## src/hw/rtl/bcdw_pkg.sv

```systemverilog
// Shared types, mode codes and divide-by-constant helpers for the watch display formatter.
`timescale 1ns / 1ps
`default_nettype none

package bcdw_pkg;

  localparam int unsigned ValueW     = 16;
  localparam int unsigned CmdW       = 5;
  localparam int unsigned NibW       = 4;
  localparam int unsigned NumCols    = 4;
  localparam int unsigned ColW       = 2;
  localparam int unsigned BrightW    = 8;
  localparam int unsigned DigitsW    = NumCols * NibW;
  localparam int unsigned QueueDepth = 4;

  localparam logic [BrightW-1:0] BrightReset = 8'd240;
  localparam logic [ColW-1:0]    LastCol     = 2'd3;

  // Display modes
  localparam logic [CmdW-1:0] CmdEmpty     = 5'd0;
  localparam logic [CmdW-1:0] CmdFadein    = 5'd1;
  localparam logic [CmdW-1:0] CmdTime      = 5'd2;
  localparam logic [CmdW-1:0] CmdSetHour   = 5'd3;
  localparam logic [CmdW-1:0] CmdSetMinute = 5'd4;
  localparam logic [CmdW-1:0] CmdDebounce  = 5'd5;
  localparam logic [CmdW-1:0] CmdTimeS     = 5'd6;
  localparam logic [CmdW-1:0] CmdDate      = 5'd7;
  localparam logic [CmdW-1:0] CmdSetDay    = 5'd8;
  localparam logic [CmdW-1:0] CmdSetMonth  = 5'd9;
  localparam logic [CmdW-1:0] CmdDebDate   = 5'd10;
  localparam logic [CmdW-1:0] CmdSetYear   = 5'd11;
  localparam logic [CmdW-1:0] CmdSteps     = 5'd12;
  localparam logic [CmdW-1:0] CmdHistory   = 5'd13;
  localparam logic [CmdW-1:0] CmdUbatt     = 5'd14;
  localparam logic [CmdW-1:0] CmdError     = 5'd15;
  localparam logic [CmdW-1:0] CmdRaw       = 5'd16;

  // Reciprocals for exact floor division of any 16-bit value: q = (x * R) >> S
  localparam int unsigned     ProdW      = 33;
  localparam logic [16:0]     Recip10    = 17'd52429;
  localparam logic [16:0]     Recip100   = 17'd83887;
  localparam logic [16:0]     Recip1000  = 17'd67109;
  localparam logic [16:0]     Recip10000 = 17'd107375;

  // How the four digits are assembled from the decimal expansion
  typedef enum logic [2:0] {
    FmtFixed,
    FmtTime,
    FmtDate,
    FmtYear,
    FmtCount,
    FmtBatt,
    FmtError
  } bcdw_fmt_e;

  typedef struct packed {
    bcdw_fmt_e                      fmt;
    logic [ValueW-1:0]              x;
    logic [ValueW-1:0]              y;
    logic [NumCols-1:0]             mask;
    logic [NumCols-1:0][NibW-1:0]   fix;
  } bcdw_req_t;

  typedef struct packed {
    bcdw_fmt_e                      fmt;
    logic [NibW-1:0]                x_n;
    logic [NibW-1:0]                y_n;
    logic [NibW-1:0]                q1_n;
    logic [NibW-1:0]                q2_n;
    logic [NibW-1:0]                q3_n;
    logic [2:0]                     q4;
    logic [NibW-1:0]                qy1_n;
    logic [NumCols-1:0]             mask;
    logic [NumCols-1:0][NibW-1:0]   fix;
  } bcdw_quot_t;

  typedef struct packed {
    logic full;
    logic empty;
  } bcdw_qstat_t;

  // n - 10*q, known to lie in 0..9, so the low nibbles of n and q suffice
  function automatic logic [NibW-1:0] rem10_nib(logic [NibW-1:0] n, logic [NibW-1:0] q);
    logic [NibW-1:0] t;
    t = {q[0], 3'b000} + {q[2:0], 1'b0};
    return n - t;
  endfunction

endpackage

`default_nettype wire

```

## src/hw/rtl/bcd_watch_display_formatter.sv

```systemverilog
// Top level of the wristwatch display formatter: front end, digit queue, column scanner.
`timescale 1ns / 1ps
`default_nettype none

// Usage:
//   Input channel (in_valid_i / in_stall_o): one display request per item, a mode,
//   four 16-bit values and the blink phase. An empty request is taken and dropped.
//   Output channel (out_valid_o / out_stall_i): each other request yields four
//   column items, column 0 (hour tens) to column 3, last_o marking column 3, each
//   with on time = brightness and off time = 255 - brightness.
//   Config channel (cfg_valid_i / cfg_ready_o): writes brightness; ready is always
//   high. Write it only while the block is idle.
//   Path: a request passes the classify stage, the divider stage, the queue, then
//   the scan register before its first column appears.
//   Throughput: the front takes a request every cycle until its two stages and the
//   queue are full; the sustained rate is set by the four-column scan of the back
//   end, one column per cycle while the receiver does not stall.
//   A stalled receiver freezes the current column; the front keeps absorbing
//   requests until the queue backs up, then raises in_stall_o.
//   Reset: all pipelines and the queue empty, brightness returns to 240.
module bcd_watch_display_formatter #(
  parameter int unsigned QueueDepth = bcdw_pkg::QueueDepth
) (
  input  wire logic                               clk_i,
  input  wire logic                               rst_ni,
  input  wire logic                               in_valid_i,
  output logic                                    in_stall_o,
  input  wire logic [bcdw_pkg::CmdW-1:0]          cmd_i,
  input  wire logic [bcdw_pkg::ValueW-1:0]        value_a_i,
  input  wire logic [bcdw_pkg::ValueW-1:0]        value_b_i,
  input  wire logic [bcdw_pkg::ValueW-1:0]        value_c_i,
  input  wire logic [bcdw_pkg::ValueW-1:0]        value_d_i,
  input  wire logic                               blink_off_i,
  input  wire logic                               cfg_valid_i,
  output logic                                    cfg_ready_o,
  input  wire logic [bcdw_pkg::BrightW-1:0]       cfg_data_i,
  output logic                                    out_valid_o,
  input  wire logic                               out_stall_i,
  output logic [bcdw_pkg::ColW-1:0]               column_o,
  output logic [bcdw_pkg::NibW-1:0]               digit_o,
  output logic [bcdw_pkg::BrightW-1:0]            on_time_o,
  output logic [bcdw_pkg::BrightW-1:0]            off_time_o,
  output logic                                    last_o
);

  logic [bcdw_pkg::BrightW-1:0] brightness_q;
  bcdw_pkg::bcdw_qstat_t        qstat;
  logic                         push, pop;
  logic [bcdw_pkg::DigitsW-1:0] push_data, pop_data;

  // Brightness register; always ready
  assign cfg_ready_o = 1'b1;

  always_ff @(posedge clk_i or negedge rst_ni) begin
    if (!rst_ni) begin
      brightness_q <= bcdw_pkg::BrightReset;
    end else if (cfg_valid_i) begin
      brightness_q <= cfg_data_i;
    end
  end

  // Classify and split into digits
  bcdw_front u_front (
    .clk_i       (clk_i),
    .rst_ni      (rst_ni),
    .in_valid_i  (in_valid_i),
    .in_stall_o  (in_stall_o),
    .cmd_i       (cmd_i),
    .value_a_i   (value_a_i),
    .value_b_i   (value_b_i),
    .value_c_i   (value_c_i),
    .value_d_i   (value_d_i),
    .blink_off_i (blink_off_i),
    .qstat_i     (qstat),
    .push_o      (push),
    .push_data_o (push_data)
  );

  // Decouple front and scanner
  bcdw_queue #(
    .Depth (QueueDepth),
    .Width (bcdw_pkg::DigitsW)
  ) u_queue (
    .clk_i   (clk_i),
    .rst_ni  (rst_ni),
    .push_i  (push),
    .data_i  (push_data),
    .pop_i   (pop),
    .data_o  (pop_data),
    .qstat_o (qstat)
  );

  // Scan columns out
  bcdw_back u_back (
    .clk_i        (clk_i),
    .rst_ni       (rst_ni),
    .qstat_i      (qstat),
    .pop_o        (pop),
    .pop_data_i   (pop_data),
    .brightness_i (brightness_q),
    .out_valid_o  (out_valid_o),
    .out_stall_i  (out_stall_i),
    .column_o     (column_o),
    .digit_o      (digit_o),
    .on_time_o    (on_time_o),
    .off_time_o   (off_time_o),
    .last_o       (last_o)
  );

endmodule

`default_nettype wire

```

## src/hw/rtl/bcdw_front.sv

```systemverilog
// Front end: accept requests, classify the mode, split values into decimal digits.
`timescale 1ns / 1ps
`default_nettype none

module bcdw_front (
  input  wire logic                                   clk_i,
  input  wire logic                                   rst_ni,
  input  wire logic                                   in_valid_i,
  output logic                                        in_stall_o,
  input  wire logic [bcdw_pkg::CmdW-1:0]              cmd_i,
  input  wire logic [bcdw_pkg::ValueW-1:0]            value_a_i,
  input  wire logic [bcdw_pkg::ValueW-1:0]            value_b_i,
  input  wire logic [bcdw_pkg::ValueW-1:0]            value_c_i,
  input  wire logic [bcdw_pkg::ValueW-1:0]            value_d_i,
  input  wire logic                                   blink_off_i,
  input  wire bcdw_pkg::bcdw_qstat_t                  qstat_i,
  output logic                                        push_o,
  output logic [bcdw_pkg::DigitsW-1:0]                push_data_o
);

  bcdw_pkg::bcdw_req_t  req_d, s1_q;
  bcdw_pkg::bcdw_quot_t quot_d, s2_q;
  logic s1_valid_q, s1_valid_d, s2_valid_q, s2_valid_d;
  logic en1, en2, in_fire;
  logic [bcdw_pkg::ProdW-1:0] px1, px2, px3, px4, py1;
  logic [bcdw_pkg::NumCols-1:0][bcdw_pkg::NibW-1:0] dig;
  logic [bcdw_pkg::NibW-1:0] rx0, rx1, rx2, rx3, ry0;

  assign en2        = !s2_valid_q || !qstat_i.full;
  assign en1        = !s1_valid_q || en2;
  assign in_stall_o = !en1;
  assign in_fire    = in_valid_i && en1;
  assign push_o     = s2_valid_q && !qstat_i.full;

  // Classify
  always_comb begin
    req_d      = '0;
    req_d.fmt  = bcdw_pkg::FmtFixed;
    req_d.x    = value_a_i;
    req_d.y    = value_b_i;
    req_d.mask = '0;
    req_d.fix  = '1;
    unique case (cmd_i)
      bcdw_pkg::CmdFadein, bcdw_pkg::CmdTime, bcdw_pkg::CmdSetHour,
      bcdw_pkg::CmdSetMinute, bcdw_pkg::CmdDebounce: begin
        // midnight reads 2400
        req_d.fmt    = (value_a_i == '0 && value_b_i == '0) ? bcdw_pkg::FmtFixed
                                                             : bcdw_pkg::FmtTime;
        req_d.fix[0] = 4'd2;
        req_d.fix[1] = 4'd4;
        req_d.fix[2] = 4'd0;
        req_d.fix[3] = 4'd0;
        req_d.mask[0] = blink_off_i &&
                        (cmd_i == bcdw_pkg::CmdSetHour || cmd_i == bcdw_pkg::CmdDebounce);
        req_d.mask[2] = blink_off_i &&
                        (cmd_i == bcdw_pkg::CmdSetMinute || cmd_i == bcdw_pkg::CmdDebounce);
      end
      bcdw_pkg::CmdTimeS: begin
        req_d.fmt = bcdw_pkg::FmtTime;
        req_d.x   = value_b_i;
        req_d.y   = value_c_i;
      end
      bcdw_pkg::CmdDate, bcdw_pkg::CmdSetDay, bcdw_pkg::CmdSetMonth,
      bcdw_pkg::CmdDebDate: begin
        req_d.fmt    = bcdw_pkg::FmtDate;
        req_d.fix[0] = 4'd3;
        req_d.fix[3] = value_b_i[3:0];
        req_d.mask[1] = blink_off_i &&
                        (cmd_i == bcdw_pkg::CmdSetDay || cmd_i == bcdw_pkg::CmdDebDate);
        req_d.mask[2] = blink_off_i &&
                        (cmd_i == bcdw_pkg::CmdSetMonth || cmd_i == bcdw_pkg::CmdDebDate);
      end
      bcdw_pkg::CmdSetYear: begin
        req_d.fmt    = bcdw_pkg::FmtYear;
        req_d.x      = value_c_i;
        req_d.fix[0] = 4'd3;
        req_d.fix[1] = blink_off_i ? 4'd9 : 4'd6;
      end
      bcdw_pkg::CmdSteps: begin
        req_d.fmt    = bcdw_pkg::FmtCount;
        req_d.x      = value_c_i;
        req_d.fix[0] = 4'd7;
      end
      bcdw_pkg::CmdHistory: begin
        req_d.fmt    = bcdw_pkg::FmtCount;
        req_d.x      = value_b_i;
        req_d.fix[0] = {1'b1, value_a_i[2:0]};
      end
      bcdw_pkg::CmdUbatt: begin
        req_d.fmt    = bcdw_pkg::FmtBatt;
        req_d.fix[0] = 4'd4;
      end
      bcdw_pkg::CmdError: begin
        req_d.fmt    = bcdw_pkg::FmtError;
        req_d.x      = value_b_i;
        req_d.fix[0] = 4'd14;
        req_d.fix[1] = value_a_i[3:0];
      end
      bcdw_pkg::CmdRaw: begin
        req_d.fix[0] = value_a_i[3:0];
        req_d.fix[1] = value_b_i[3:0];
        req_d.fix[2] = value_c_i[3:0];
        req_d.fix[3] = value_d_i[3:0];
      end
      default: begin
        req_d.fix = '1;
      end
    endcase
  end

  // Quotients by 10, 100, 1000, 10000
  always_comb begin
    px1 = bcdw_pkg::ProdW'(s1_q.x) * bcdw_pkg::ProdW'(bcdw_pkg::Recip10);
    px2 = bcdw_pkg::ProdW'(s1_q.x) * bcdw_pkg::ProdW'(bcdw_pkg::Recip100);
    px3 = bcdw_pkg::ProdW'(s1_q.x) * bcdw_pkg::ProdW'(bcdw_pkg::Recip1000);
    px4 = bcdw_pkg::ProdW'(s1_q.x) * bcdw_pkg::ProdW'(bcdw_pkg::Recip10000);
    py1 = bcdw_pkg::ProdW'(s1_q.y) * bcdw_pkg::ProdW'(bcdw_pkg::Recip10);
    quot_d       = '0;
    quot_d.fmt   = s1_q.fmt;
    quot_d.x_n   = s1_q.x[3:0];
    quot_d.y_n   = s1_q.y[3:0];
    quot_d.q1_n  = px1[22:19];
    quot_d.q2_n  = px2[26:23];
    quot_d.q3_n  = px3[29:26];
    quot_d.q4    = px4[32:30];
    quot_d.qy1_n = py1[22:19];
    quot_d.mask  = s1_q.mask;
    quot_d.fix   = s1_q.fix;
  end

  // Remainders and digit assembly
  always_comb begin
    rx0 = bcdw_pkg::rem10_nib(s2_q.x_n, s2_q.q1_n);
    rx1 = bcdw_pkg::rem10_nib(s2_q.q1_n, s2_q.q2_n);
    rx2 = bcdw_pkg::rem10_nib(s2_q.q2_n, s2_q.q3_n);
    rx3 = bcdw_pkg::rem10_nib(s2_q.q3_n, {1'b0, s2_q.q4});
    ry0 = bcdw_pkg::rem10_nib(s2_q.y_n, s2_q.qy1_n);
    dig = s2_q.fix;
    unique case (s2_q.fmt)
      bcdw_pkg::FmtFixed: dig = s2_q.fix;
      bcdw_pkg::FmtTime: begin
        dig[0] = s2_q.q1_n;
        dig[1] = rx0;
        dig[2] = s2_q.qy1_n;
        dig[3] = ry0;
      end
      bcdw_pkg::FmtDate: begin
        dig[1] = s2_q.q1_n;
        dig[2] = rx0;
      end
      bcdw_pkg::FmtYear: begin
        dig[2] = s2_q.q1_n;
        dig[3] = rx0;
      end
      bcdw_pkg::FmtCount: begin
        dig[1] = {1'b0, s2_q.q4};
        dig[2] = rx3;
        dig[3] = rx2;
      end
      bcdw_pkg::FmtBatt: begin
        dig[1] = s2_q.q3_n;
        dig[2] = rx2;
        dig[3] = rx1;
      end
      bcdw_pkg::FmtError: begin
        dig[2] = rx1;
        dig[3] = rx0;
      end
      default: dig = s2_q.fix;
    endcase
    for (int k = 0; k < bcdw_pkg::NumCols; k++) begin
      dig[k][3] = dig[k][3] | s2_q.mask[k];
    end
  end

  assign push_data_o = dig;

  assign s1_valid_d = en1 ? (in_fire && cmd_i != bcdw_pkg::CmdEmpty) : s1_valid_q;
  assign s2_valid_d = en2 ? s1_valid_q : s2_valid_q;

  always_ff @(posedge clk_i or negedge rst_ni) begin
    if (!rst_ni) begin
      s1_valid_q <= 1'b0;
      s2_valid_q <= 1'b0;
    end else begin
      s1_valid_q <= s1_valid_d;
      s2_valid_q <= s2_valid_d;
    end
  end

  always_ff @(posedge clk_i) begin
    if (en1) begin
      s1_q <= req_d;
    end
    if (en2) begin
      s2_q <= quot_d;
    end
  end

endmodule

`default_nettype wire

```

## src/hw/rtl/bcdw_queue.sv

```systemverilog
// Small FIFO of formatted digit words between front and back end.
`timescale 1ns / 1ps
`default_nettype none

module bcdw_queue #(
  parameter int unsigned Depth = bcdw_pkg::QueueDepth,
  parameter int unsigned Width = bcdw_pkg::DigitsW
) (
  input  wire logic              clk_i,
  input  wire logic              rst_ni,
  input  wire logic              push_i,
  input  wire logic [Width-1:0]  data_i,
  input  wire logic              pop_i,
  output logic [Width-1:0]       data_o,
  output bcdw_pkg::bcdw_qstat_t  qstat_o
);

  localparam int unsigned AddrW = (Depth > 1) ? $clog2(Depth) : 1;
  localparam int unsigned CntW  = $clog2(Depth + 1);

  logic [Width-1:0] mem_q [Depth];
  logic [AddrW-1:0] wr_ptr_q, rd_ptr_q;
  logic [CntW-1:0]  count_q;

  assign qstat_o.full  = (count_q == CntW'(Depth));
  assign qstat_o.empty = (count_q == '0);
  assign data_o        = mem_q[rd_ptr_q];

  always_ff @(posedge clk_i or negedge rst_ni) begin
    if (!rst_ni) begin
      wr_ptr_q <= '0;
      rd_ptr_q <= '0;
      count_q  <= '0;
    end else begin
      if (push_i) begin
        wr_ptr_q <= (wr_ptr_q == AddrW'(Depth - 1)) ? '0 : wr_ptr_q + 1'b1;
      end
      if (pop_i) begin
        rd_ptr_q <= (rd_ptr_q == AddrW'(Depth - 1)) ? '0 : rd_ptr_q + 1'b1;
      end
      if (push_i && !pop_i) begin
        count_q <= count_q + 1'b1;
      end else if (pop_i && !push_i) begin
        count_q <= count_q - 1'b1;
      end
    end
  end

  always_ff @(posedge clk_i) begin
    if (push_i) begin
      mem_q[wr_ptr_q] <= data_i;
    end
  end

  a_no_push_full: assert property (@(posedge clk_i) disable iff (!rst_ni)
    push_i |-> !qstat_o.full) else $error("push into full queue");
  a_no_pop_empty: assert property (@(posedge clk_i) disable iff (!rst_ni)
    pop_i |-> !qstat_o.empty) else $error("pop from empty queue");
  a_push_fills: assert property (@(posedge clk_i) disable iff (!rst_ni)
    (push_i && !pop_i) |=> !qstat_o.empty) else $error("queue empty after push");

endmodule

`default_nettype wire

```

## src/hw/rtl/bcdw_back.sv

```systemverilog
// Back end: scan the four columns of each queued digit word onto the result channel.
`timescale 1ns / 1ps
`default_nettype none

module bcdw_back (
  input  wire logic                               clk_i,
  input  wire logic                               rst_ni,
  input  wire bcdw_pkg::bcdw_qstat_t              qstat_i,
  output logic                                    pop_o,
  input  wire logic [bcdw_pkg::DigitsW-1:0]       pop_data_i,
  input  wire logic [bcdw_pkg::BrightW-1:0]       brightness_i,
  output logic                                    out_valid_o,
  input  wire logic                               out_stall_i,
  output logic [bcdw_pkg::ColW-1:0]               column_o,
  output logic [bcdw_pkg::NibW-1:0]               digit_o,
  output logic [bcdw_pkg::BrightW-1:0]            on_time_o,
  output logic [bcdw_pkg::BrightW-1:0]            off_time_o,
  output logic                                    last_o
);

  logic                                             valid_q;
  logic [bcdw_pkg::ColW-1:0]                        col_q;
  logic [bcdw_pkg::NumCols-1:0][bcdw_pkg::NibW-1:0] digits_q;
  logic fire, done;

  assign fire  = valid_q && !out_stall_i;
  assign done  = !valid_q || (fire && col_q == bcdw_pkg::LastCol);
  assign pop_o = done && !qstat_i.empty;

  always_ff @(posedge clk_i or negedge rst_ni) begin
    if (!rst_ni) begin
      valid_q <= 1'b0;
      col_q   <= '0;
    end else if (done) begin
      valid_q <= !qstat_i.empty;
      col_q   <= '0;
    end else if (fire) begin
      col_q <= col_q + 1'b1;
    end
  end

  always_ff @(posedge clk_i) begin
    if (pop_o) begin
      digits_q <= pop_data_i;
    end
  end

  assign out_valid_o = valid_q;
  assign column_o    = col_q;
  assign digit_o     = digits_q[col_q];
  assign on_time_o   = brightness_i;
  assign off_time_o  = ~brightness_i;
  assign last_o      = (col_q == bcdw_pkg::LastCol);

  a_drain_idle: assert property (@(posedge clk_i) disable iff (!rst_ni)
    (fire && last_o && qstat_i.empty) |=> !out_valid_o)
    else $error("result valid with nothing queued");
  a_scan_continues: assert property (@(posedge clk_i) disable iff (!rst_ni)
    (fire && !last_o) |=> (out_valid_o && column_o == $past(column_o) + 1'b1))
    else $error("column scan broken");

endmodule

`default_nettype wire
```

## config.mk

```make
export PLATFORM = sky130hd
export DESIGN_NAME = bcd_watch_display_formatter
export DESIGN_NICKNAME = d
export VERILOG_FILES = /design/src/hw/rtl/bcdw_pkg.sv /design/src/hw/rtl/bcd_watch_display_formatter.sv /design/src/hw/rtl/bcdw_front.sv /design/src/hw/rtl/bcdw_queue.sv /design/src/hw/rtl/bcdw_back.sv
export SDC_FILE = /design/constraint.sdc
export NUM_CORES = 1
export LEC_CHECK = 0
export ABC_AREA = 1
export BUFFER_PORTS_ARGS = -buffer_cell sky130_fd_sc_hd__clkbuf_2
export CORE_ASPECT_RATIO = 1.25
export CORE_UTILIZATION = 66
export CTS_BUF_LIST = sky130_fd_sc_hd__clkbuf_8
export DETAILED_ROUTE_END_ITERATION = 10
export GPL_TIMING_DRIVEN = 0
export HOLD_SLACK_MARGIN = 0.15
export MAX_ROUTING_LAYER = met4
export PLACE_DENSITY = 0.89
export REMOVE_ABC_BUFFERS = 1
export SYNTH_ARGS = -nofsm -noshare
export SYNTH_HDL_FRONTEND = slang
export SYNTH_SLANG_ARGS = --single-unit
```

## constraint.sdc

```tcl
create_clock -name clk_i -period 6.1 [get_ports clk_i]
set_clock_uncertainty 0.2 [all_clocks]
set_input_delay 0.305 -clock clk_i [delete_from_list [all_inputs] [get_ports clk_i]]
set_output_delay 0.305 -clock clk_i [all_outputs]
set_load 0.02 [all_outputs]
```

==> results.txt <==
Syn_area_per_cell -> 9.15 sq um
Pin count of the biggest net entering global routing -> 37
Final setup fails -> 1
Post-synth ARST share -> 0.0985
Vias per Instance -> 6.01
DPL Wire Length -> 61.1 mm
Syn Inst Count -> 3107
Worst slew pin tran -> 1040 ps
Post-synth EDFFs -> 183
Reg clk slew, reported paths -> 90 ps
Vias in the first global route -> 25600
Antenna Nets Post-Route -> 0
Critical path type -> register to register
Sequential share of the synthesized area -> 0.211
Die area -> 43900 sq um
Tcrit/Tclk final -> 1.01
Fin nets -> 4317
Multiplexer share of the synthesized area -> 0
Drt pass-1 iters -> 8
Residual DRC -> 0
GRT Overall Usage -> 0.415
DR vias -> 23800
Root Driver -> clkbuf_8
Max frequency -> 163 MHz
Worst setup EP type -> register
Min-Delay Path Class -> register to register
WL/cell -> 22.0 um
Final worst slack -> -43.8 ps
Post-layout min period -> 6140 ps
Global-route wire length before repair -> 134 mm
Chip width -> 188 um
Core footprint -> 42300 sq um
Post-synthesis cell type count -> 56
Chip Height -> 234 um
Synth Cell Area -> 28400 sq um
Max incr delay on CP -> 580 ps
IO Pins -> 109
YS warnings -> 0
Area grow syn2layout -> 12.1%
Outcome -> finished, violations left
Clock Path Buffers -> 3
CTS tree -> yes
Simple-gate share of the synthesized area -> 0.129
Worst endpoint required time -> 6210 ps
Critical Path Source Type -> register
Crit-path slowest cell -> fa_1
Initial antenna violation count -> 2
GPL Wtd Cong -> 1.00
Violated checks -> setup timing
# port buffers -> 95
Sink Count -> 203
Routed wire length -> 87.4 mm
Initial Utilization -> 0.673
Most common cell after layout, fill and taps aside -> inv_1
Critical Path AT -> 6250 ps
Std cell rows -> 84
Final Hold Vio Count -> 0
GR Overflow Total -> 0
Num CTS Buffers -> 27
Adder-cell share of the synthesized area -> 0.473
Critical Path Most Common Cell -> fa_1
TNS Setup -> -43.8 ps
Layout cells sized above 1 -> 0.0726
Depth of the CTS H-tree -> 1
Critical path cell sequence -> buf_4 -> ha_4 -> clkinvlp_4 -> fa_1 -> inv_1 -> fa_1 -> fa_1 -> fa_1 -> fa_1 -> ha_1 -> nand2_1 -> nor2_1 -> inv_1 -> a31oi_1 -> nor3_2 -> nand3_1 -> nand2_1
Commonest cells after routing, fill and taps aside -> inv_1, nand2_1, ha_1
Crit-path max FO -> 7
Initial drt markers -> 2251
Main combinational cell family by area after synthesis -> adder cells
Yosys reg bits -> 203
Relative slew slack -> 0.310
Commonest register cell after synthesis -> edfxtp_1
Slew Viols, Final -> 0
Max-Cap Viols -> 0
Worst-skew pair later-pin latency -> 620 ps
Compound-cell area share of the yosys netlist -> 0.0641
Post-Synth XOR/XNOR Area -> 0.0123
==> synthesized netlist by cell type (all sizes together) (3+ instances only) <==
cell,n,area share
a21boi,5,0.0013
a21o,17,0.0045
a21oi,104,0.018
a31oi,3,0.00066
buf,7,0.0019
clkbuf,11,0.0015
dfrtp,16,0.014
dfstp,4,0.0037
edfxtp,183,0.19
fa,366,0.26
ha,489,0.22
inv,806,0.11
nand2,510,0.069
nand3,105,0.019
nand3b,6,0.0016
nand4,31,0.0068
nor2,183,0.025
nor3,21,0.0041
nor4,9,0.0020
o2111ai,4,0.0012
o211ai,9,0.0031
o21a,3,0.00079
o21ai,105,0.018
o21bai,12,0.0032
o221ai,12,0.0039
o22ai,30,0.0066
or2,5,0.0011
xnor2,21,0.0065
xor2,19,0.0059
==> through the flow <==
step                      setup slack, ps  std cells  area, sq um   util  hold WS (ps)
final                               -43.8       3966        31900  0.754           207
after global routing                 -413       3961        31900  0.754           199
after CTS                            21.5       3940        31600  0.748           188
after detailed placement             -406       3746        29600  0.700          84.3
after global placement               -360       3743        29500  0.699          84.3
after floorplan                       772       3089        28300      -          -191
==> cell type report <==
type,count,area [sq um]
Multi-Input combinational cell,2079,19400
Antenna cell,7,17.5
Inverter,807,3050
Clock buffer,29,399
Fill cell,2679,10400
Clock inverter,21,230
Timing Repair Buffer,261,2080
Tap cell,559,699
Sequential cell,203,6000
==> critical path, delay by kind of cell, from the launching register on <==
kind                       cells  cell delay, ps
adders and majority gates      7            3550
buffers and inverters          4             670
and+or+nand+nor                5             670
DFF                            1             490
AOI/OAI and AO/OA              1             250
==> routing by layer <==
metal | vias to the layer above | track usage | share of wire
li1 | 10400 | - | -
met1 | 11100 | 0.392 | 0.31
met2 | 1581 | 0.689 | 0.47
met3 | 791 | 0.118 | 0.10
met4 | 0 | 0.378 | 0.12
met5 | - | - | 0
==> sequential cells by signal (all words and copies together), names as in the netlist <==
name	cells
u_queue.rd_ptr_q	2
u_queue.count_q	3
u_front.quot_d	30
brightness_q	8
u_back.out_valid_o	1
u_front.s1_valid_q	1
u_front.s2_valid_q	1
u_queue.wr_ptr_q	2
u_queue.mem_q	64
u_front.s2_q	49
u_back.column_o	2
u_back.digits_q	16
u_front.s1_q	24
==> worst paths after layout <==
| path | start | endpoint | cells after the start | slack [ps] |
|---|---|---|---|---|
| worst max-delay path | u_front.s1_q[41] | u_front.s2_q[36] | 17 | -40 |
| min in group asynchronous | rst_ni | brightness_q[6] | 3 | 650 |
| worst max register to register | u_front.s1_q[41] | u_front.s2_q[36] | 17 | -40 |
| max in group asynchronous | rst_ni | brightness_q[0] | 4 | 3750 |
| worst min register to register | u_front.quot_d[13] | u_front.s2_q[13] | 0 | 210 |
| worst min-delay path | u_front.quot_d[13] | u_front.s2_q[13] | 0 | 210 |
==> cell families after synthesis <==
| kind of cell | count (synthesis) |
|---|---|
| and+or+nand+nor | 872 |
| adders and majority gates | 855 |
| buffers and inverters | 825 |
| AOI/OAI and AO/OA | 311 |
| DFF | 203 |
| xor gates and xnor gates | 40 |
| other | 1 |
==> what timing repair did <==
action,CTS,global route
hold buffers,114,0
gates resized for setup,4,17
setup endpoints to repair,11,11
endpoints found under the hold margin,86,0
setup buffers,30,19
Power is not shown: default switching activity piles up to over one toggle a cycle in this logic, so the estimate is an artifact.
